### config.mk
export PLATFORM = sky130hd
export DESIGN_NAME = lss_stencil
export DESIGN_NICKNAME = d
export VERILOG_FILES = /design/src/rtl/lss_pkg.sv /design/src/rtl/lss_stencil.sv
export SDC_FILE = /design/constraint.sdc
export NUM_CORES = 2
export LEC_CHECK = 0
export ABC_AREA = 1
export BUFFER_PORTS_ARGS = -buffer_cell sky130_fd_sc_hd__buf_2
export CAP_MARGIN = 25
export CELL_PAD_IN_SITES_DETAIL_PLACEMENT = 0
export CELL_PAD_IN_SITES_GLOBAL_PLACEMENT = 2
export CORE_MARGIN = 3
export CORE_UTILIZATION = 42
export CTS_CLUSTER_DIAMETER = 120
export DETAILED_ROUTE_END_ITERATION = 10
export PLACE_DENSITY_LB_ADDON = 0.1
export SYNTH_ARGS = -nofsm -noshare
export SYNTH_HDL_FRONTEND = slang
export SYNTH_SLANG_ARGS = --single-unit
### constraint.sdc
create_clock -name clock -period 15 [get_ports clock]
set_input_delay 1.5 -clock clock [delete_from_list [all_inputs] [get_ports clock]]
set_output_delay 1.5 -clock clock [all_outputs]
set_load 0.05 [all_outputs]
### src/rtl/lss_pkg.sv
// shared types and constants of the streaming laplacian stencil
`timescale 1ns / 1ps

package lss_pkg;

   // configuration register indexes
   localparam int CSR_INDEX_W = 2;
   localparam logic [CSR_INDEX_W-1:0] REG_STENCIL_MODE = 2'd0;
   localparam logic [CSR_INDEX_W-1:0] REG_GRID_SCALE   = 2'd1;

   // stencil mode codes
   localparam logic MODE_THREE_POINT = 1'b0;
   localparam logic MODE_FIVE_POINT  = 1'b1;

   localparam int SCALE_W = 32;
   localparam int RATE_W  = 48;
   localparam logic [SCALE_W-1:0] SCALE_RESET = 32'd256;

   // markers that travel with every result
   typedef struct packed {
      logic last_result;
      logic short_row;
   } rsp_flags_type;

endpackage

### src/rtl/lss_stencil.sv
// sample window, row counter and weighted-sum queue of the stencil
`timescale 1ns / 1ps

module lss_stencil #(
   parameter int SAMPLE_WIDTH = 32,
   localparam int SUM_W = SAMPLE_WIDTH + 7
) (
   input  logic                        clock,
   input  logic                        reset,
   input  logic                        stencil_mode_i,
   input  logic                        req_valid_i,
   output logic                        req_ready_o,
   input  logic [SAMPLE_WIDTH-1:0]     sample_i,
   input  logic                        last_sample_i,
   output logic                        sum_valid_o,
   input  logic                        sum_ready_i,
   output logic signed [SUM_W-1:0]     sum_o,
   output lss_pkg::rsp_flags_type      flags_o
);
   import lss_pkg::*;

   localparam int EXT_W = SUM_W - SAMPLE_WIDTH;
   localparam logic signed [SUM_W-1:0] K2  = SUM_W'(2);
   localparam logic signed [SUM_W-1:0] K3  = SUM_W'(3);
   localparam logic signed [SUM_W-1:0] K16 = SUM_W'(16);
   localparam logic signed [SUM_W-1:0] K17 = SUM_W'(17);
   localparam logic signed [SUM_W-1:0] K30 = SUM_W'(30);
   localparam logic signed [SUM_W-1:0] K46 = SUM_W'(46);

   logic [SAMPLE_WIDTH-1:0] window_ff [4];
   logic [SAMPLE_WIDTH-1:0] window_in [4];
   logic [2:0]              count_ff, count_in;

   logic signed [SUM_W-1:0] q_sum_ff [3];
   logic signed [SUM_W-1:0] q_sum_in [3];
   rsp_flags_type           q_flags_ff [3];
   rsp_flags_type           q_flags_in [3];
   logic [1:0]              q_cnt_ff, q_cnt_in;

   logic signed [SUM_W-1:0] w [4];
   logic signed [SUM_W-1:0] c;
   logic [2:0]              n;
   logic                    accept, pop;
   logic signed [SUM_W-1:0] new_sum [3];
   rsp_flags_type           new_flags [3];
   logic [1:0]              new_cnt;
   logic                    has_body;

   for (genvar i = 0; i < 4; i++) begin : g_ext
      assign w[i] = {{EXT_W{window_ff[i][SAMPLE_WIDTH-1]}}, window_ff[i]};
   end
   assign c = {{EXT_W{sample_i[SAMPLE_WIDTH-1]}}, sample_i};

   // samples seen in the row including this one, held at seven
   assign n = (count_ff == 3'd7) ? 3'd7 : count_ff + 3'd1;

   assign sum_valid_o = (q_cnt_ff != 2'd0);
   assign pop         = sum_valid_o && sum_ready_i;
   assign req_ready_o = (q_cnt_ff == 2'd0) || ((q_cnt_ff == 2'd1) && pop);
   assign accept      = req_valid_i && req_ready_o;
   assign sum_o       = q_sum_ff[0];
   assign flags_o     = q_flags_ff[0];

   // results caused by the incoming sample, in output order
   always_comb begin
      for (int i = 0; i < 3; i++) begin
         new_sum[i]   = '0;
         new_flags[i] = '0;
      end
      new_cnt  = 2'd0;
      has_body = 1'b0;
      unique case (stencil_mode_i)
         MODE_THREE_POINT: begin
            has_body   = (n >= 3'd2);
            new_sum[0] = (n == 3'd2) ? (c - K3 * w[0]) : (w[1] - K2 * w[0] + c);
            new_sum[1] = w[0] - K3 * c;
            new_flags[1].last_result = 1'b1;
            if (has_body) begin
               new_cnt = last_sample_i ? 2'd2 : 2'd1;
            end
         end
         MODE_FIVE_POINT: begin
            // a row end needs four samples, a row body three
            has_body = (n >= (last_sample_i ? 3'd4 : 3'd3));
            if (n == 3'd3) begin
               new_sum[0] = K17 * w[0] - K46 * w[1] - c;
            end else if (n == 3'd4) begin
               new_sum[0] = K17 * w[2] - K30 * w[1] + K16 * w[0] - c;
            end else begin
               new_sum[0] = K16 * w[2] - w[3] - K30 * w[1] + K16 * w[0] - c;
            end
            new_sum[1] = K16 * w[1] - w[2] - K30 * w[0] + K17 * c;
            new_sum[2] = K17 * w[0] - w[1] - K46 * c;
            new_flags[2].last_result = 1'b1;
            if (has_body) begin
               new_cnt = last_sample_i ? 2'd3 : 2'd1;
            end
         end
         default: begin
         end
      endcase
      // row ends before the stencil fits
      if (last_sample_i && !has_body) begin
         new_sum[0]   = '0;
         new_flags[0] = '{last_result: 1'b1, short_row: 1'b1};
         new_cnt      = 2'd1;
      end
   end

   always_comb begin
      window_in = window_ff;
      count_in  = count_ff;
      q_sum_in   = q_sum_ff;
      q_flags_in = q_flags_ff;
      q_cnt_in   = q_cnt_ff;
      if (accept) begin
         if (last_sample_i) begin
            for (int i = 0; i < 4; i++) begin
               window_in[i] = '0;
            end
            count_in = 3'd0;
         end else begin
            window_in[3] = window_ff[2];
            window_in[2] = window_ff[1];
            window_in[1] = window_ff[0];
            window_in[0] = sample_i;
            count_in     = n;
         end
         // queue is empty or drains its only entry in this cycle
         q_sum_in   = new_sum;
         q_flags_in = new_flags;
         q_cnt_in   = new_cnt;
      end else if (pop) begin
         q_sum_in[0]   = q_sum_ff[1];
         q_sum_in[1]   = q_sum_ff[2];
         q_flags_in[0] = q_flags_ff[1];
         q_flags_in[1] = q_flags_ff[2];
         q_cnt_in      = q_cnt_ff - 2'd1;
      end
   end

   always_ff @(posedge clock) begin
      if (reset) begin
         for (int i = 0; i < 4; i++) begin
            window_ff[i] <= '0;
         end
         count_ff <= 3'd0;
         q_cnt_ff <= 2'd0;
      end else begin
         window_ff <= window_in;
         count_ff  <= count_in;
         q_cnt_ff  <= q_cnt_in;
      end
   end

   always_ff @(posedge clock) begin
      q_sum_ff   <= q_sum_in;
      q_flags_ff <= q_flags_in;
   end

endmodule

==> impl_metrics.toml <==
[clock_network]
cts_buffers = 44
htree_num_levels = 2
cts_max_path_buffers = 3
cts_resized = 0
clock_latency_ns = 0.69
cts.sinks = 254
clk_pin_slew_worst_paths_ns = 0.07
cts_tree = "built"
postCtsSetupBuffers = 0
cts_hold_buf = 0
cts-root-buf = "clkbuf_16"

[floorplanning]
die_w_um = 397
start_util_pct = 42.5
io_pins = 81
rows = 142
coreArea_mm2 = 0.151
floorplan.die_area_mm2 = 0.157
die_h_um = 397

[timing]
fin_setup_tns_ns = 0
hold_slack_ns = 0.477
rsz0062_at_grt = "false"
maxSlewHeadroom_pct = 20.2
slew_violations = 0
finalHoldViolations = 0
max_clock_freq_ghz = 0.0971
setup_viol = 0
fin_crit_ns = 10.30
tightest_slew_ns = 1.19
finalCritPeriodShare_pct = 68.7
fin_skew_ns = 0.0490

[route]
ant_nets = 0
vias = 63100
top_layer = "met5"
met2_length_um = 146000
wirelength_met1_um = 125000
drc_errors = 0
met3_wirelength_um = 29100
avgViaCountPerCell = 5.73
wire_per_inst_um = 29.7
first_pass_iters = 6
initialDrtViolationCount = 6441
drt-total-wl_um = 327000

[synthesis]
yosys_warnings = 0
synth-edff-count = 121
syn_nets = 10500
syn_avg_cell_area_um2 = 7.24
synth_area_mm2 = 0.0642
async_flop_share_pct = 0
ys_seq_elements = 254
seq_area_frac_synth_pct = 9.81
synth.distinct_cells = 64
synth_ff_type = "dfxtp_1"
post_synth_inst_count = 8860

[placed_design]
io_buffers = 80
place_area_mm2 = 0.0672
gp_congestion = 1.06
post-dp-hpwl_um = 278000

[grt]
grt_pass1_wl_um = 457000
antenna_found_initial = 8
overflow = 0
grt_use_total_pct = 40.9
grt_pass1_vias = 64500
grt_max_degree = 79

[min_path]
hold_class = "flip-flop to flip-flop"

[layout]
final_area_mm2 = 0.0687
area_growth_syn_to_layout_pct = 7.05
final_cell_mix = "inv_1, nand2_1, ha_1"
fin_nets = 10600
fill_cells = 15800
drive_gt1_share_pct = 3.79
final_common_cell = "inv_1"

[critical_path]
crit_path_top_delay_cell = "dfxtp_1"
cp.arrival_ns = 10.70
worstSetupEndpointType = "flip-flop"
worstSetupPathType = "flip-flop to flip-flop"
crit_top_cell = "nand2_1"
crit_path_max_incr_delay_ns = 0.84
cp_data_required_time_ns = 15.40
crit_path_max_fanout = 10
cp-start-kind = "flip-flop"

[run]
maxCapViolations = 0

[outcome]
status = "finished clean"
==> critical path, delay by kind of cell, from the launching register on <==
kind	cells	cell delay, ns
and+or+nand+nor	24	3.81
adders and majority gates	8	3.31
xor gates and xnor gates	2	0.93
DFF	1	0.84
AOI/OAI and AO/OA	2	0.82
buffers and inverters	3	0.29
==> synth_stat cells (3+ instances only) <==
library cell,count,area [µm²]
a32o_1,3,30.0
o211ai_1,23,173
o22ai_1,3,18.8
a211oi_1,116,871
o21ai_1,43,215
a21boi_1,8,60.1
nand2_2,7,43.8
buf_1,16,60.1
o221ai_1,9,78.8
inv_2,6,22.5
buf_4,41,308
a21oi_1,789,3950
nand3b_1,21,158
xor2_2,5,81.3
and3_1,3,18.8
nor2_1,674,2530
and2_1,4,25.0
o2111ai_1,4,35.0
a31oi_1,86,538
nor3_1,73,365
a221oi_1,5,43.8
o21bai_1,58,435
ha_1,938,11700
dfxtp_1,133,2660
nand3_1,372,1860
xnor2_1,127,1110
o21a_1,28,210
nand2_1,1447,5430
clkbuf_1,93,349
edfxtp_1,121,3630
inv_1,2032,7630
fa_1,699,14000
a21boi_0,19,143
o21ai_0,468,2340
or2_1,9,56.3
o311ai_0,3,26.3
a21o_1,45,338
buf_2,9,45.0
o31ai_1,8,60.1
xor2_1,148,1300
nor4_1,19,119
or2_2,28,175
nand4_1,84,526
==> cell type report <==
cell class / count / area (µm²) / area share [%]
Sequential cell: 254 / 6300 / 9.17
Clock inverter: 27 / 268 / 0.390
Inverter: 2040 / 7670 / 11.2
Timing Repair Buffer: 198 / 1290 / 1.87
Antenna cell: 3 / 7.51 / 0.0109
Clock buffer: 54 / 1160 / 1.69
Multi-Input combinational cell: 6407 / 49500 / 72.0
Tap cell: 2016 / 2520 / 3.67
==> stage by stage <==
step	util (%)	cells	setup WS (ns)
after floorplan	-	8860	8.13
after global placement	44.6	10900	4.91
after detailed placement	44.6	10900	5.02
after CTS	45.5	11000	5.01
after global routing	45.5	11000	4.61
final	45.5	11000	4.70
==> final timing paths <==
path	startpoint	end	cells past startpoint	slack [ns]
worst max-delay path	w[80]$_SDFFE_PP0P_	sum_o[35]$_DFFE_PP_	39	4.70
worst min-delay path	w[27]$_SDFFE_PP0P_	w[27]$_SDFFE_PP0P_	2	0.48
worst max register to register	w[80]$_SDFFE_PP0P_	sum_o[35]$_DFFE_PP_	39	4.70
worst min register to register	w[27]$_SDFFE_PP0P_	w[27]$_SDFFE_PP0P_	2	0.48
==> registers in the layout, indices dropped and copies added (netlist names) <==
register	flops
count_ff	3
q_sum_ff	78
q_flags_ff	2
sum_o	39
flags_o	2
w	128
q_cnt_ff	2
==> layer usage <==
metal | up-vias | track usage [%]
met1 | 30800 | 49.3
met3 | 728 | 9.04
met5 | - | 0
li1 | 28600 | -
met2 | 2919 | 65.5
met4 | 2 | 27.1
==> cell families after synthesis <==
logic type | synth area share, %
buffers and inverters | 13.1
AND/OR/NAND/NOR | 17.8
XOR/XNOR | 3.97
AO/OA/AOI/OAI | 15.2
adder cells (fa/ha/maj) | 40.1
flip-flops | 9.81
Power is left out: the tool's default activity adds up to more than one toggle a clock period on the data nets, which glitch-free logic cannot reach.
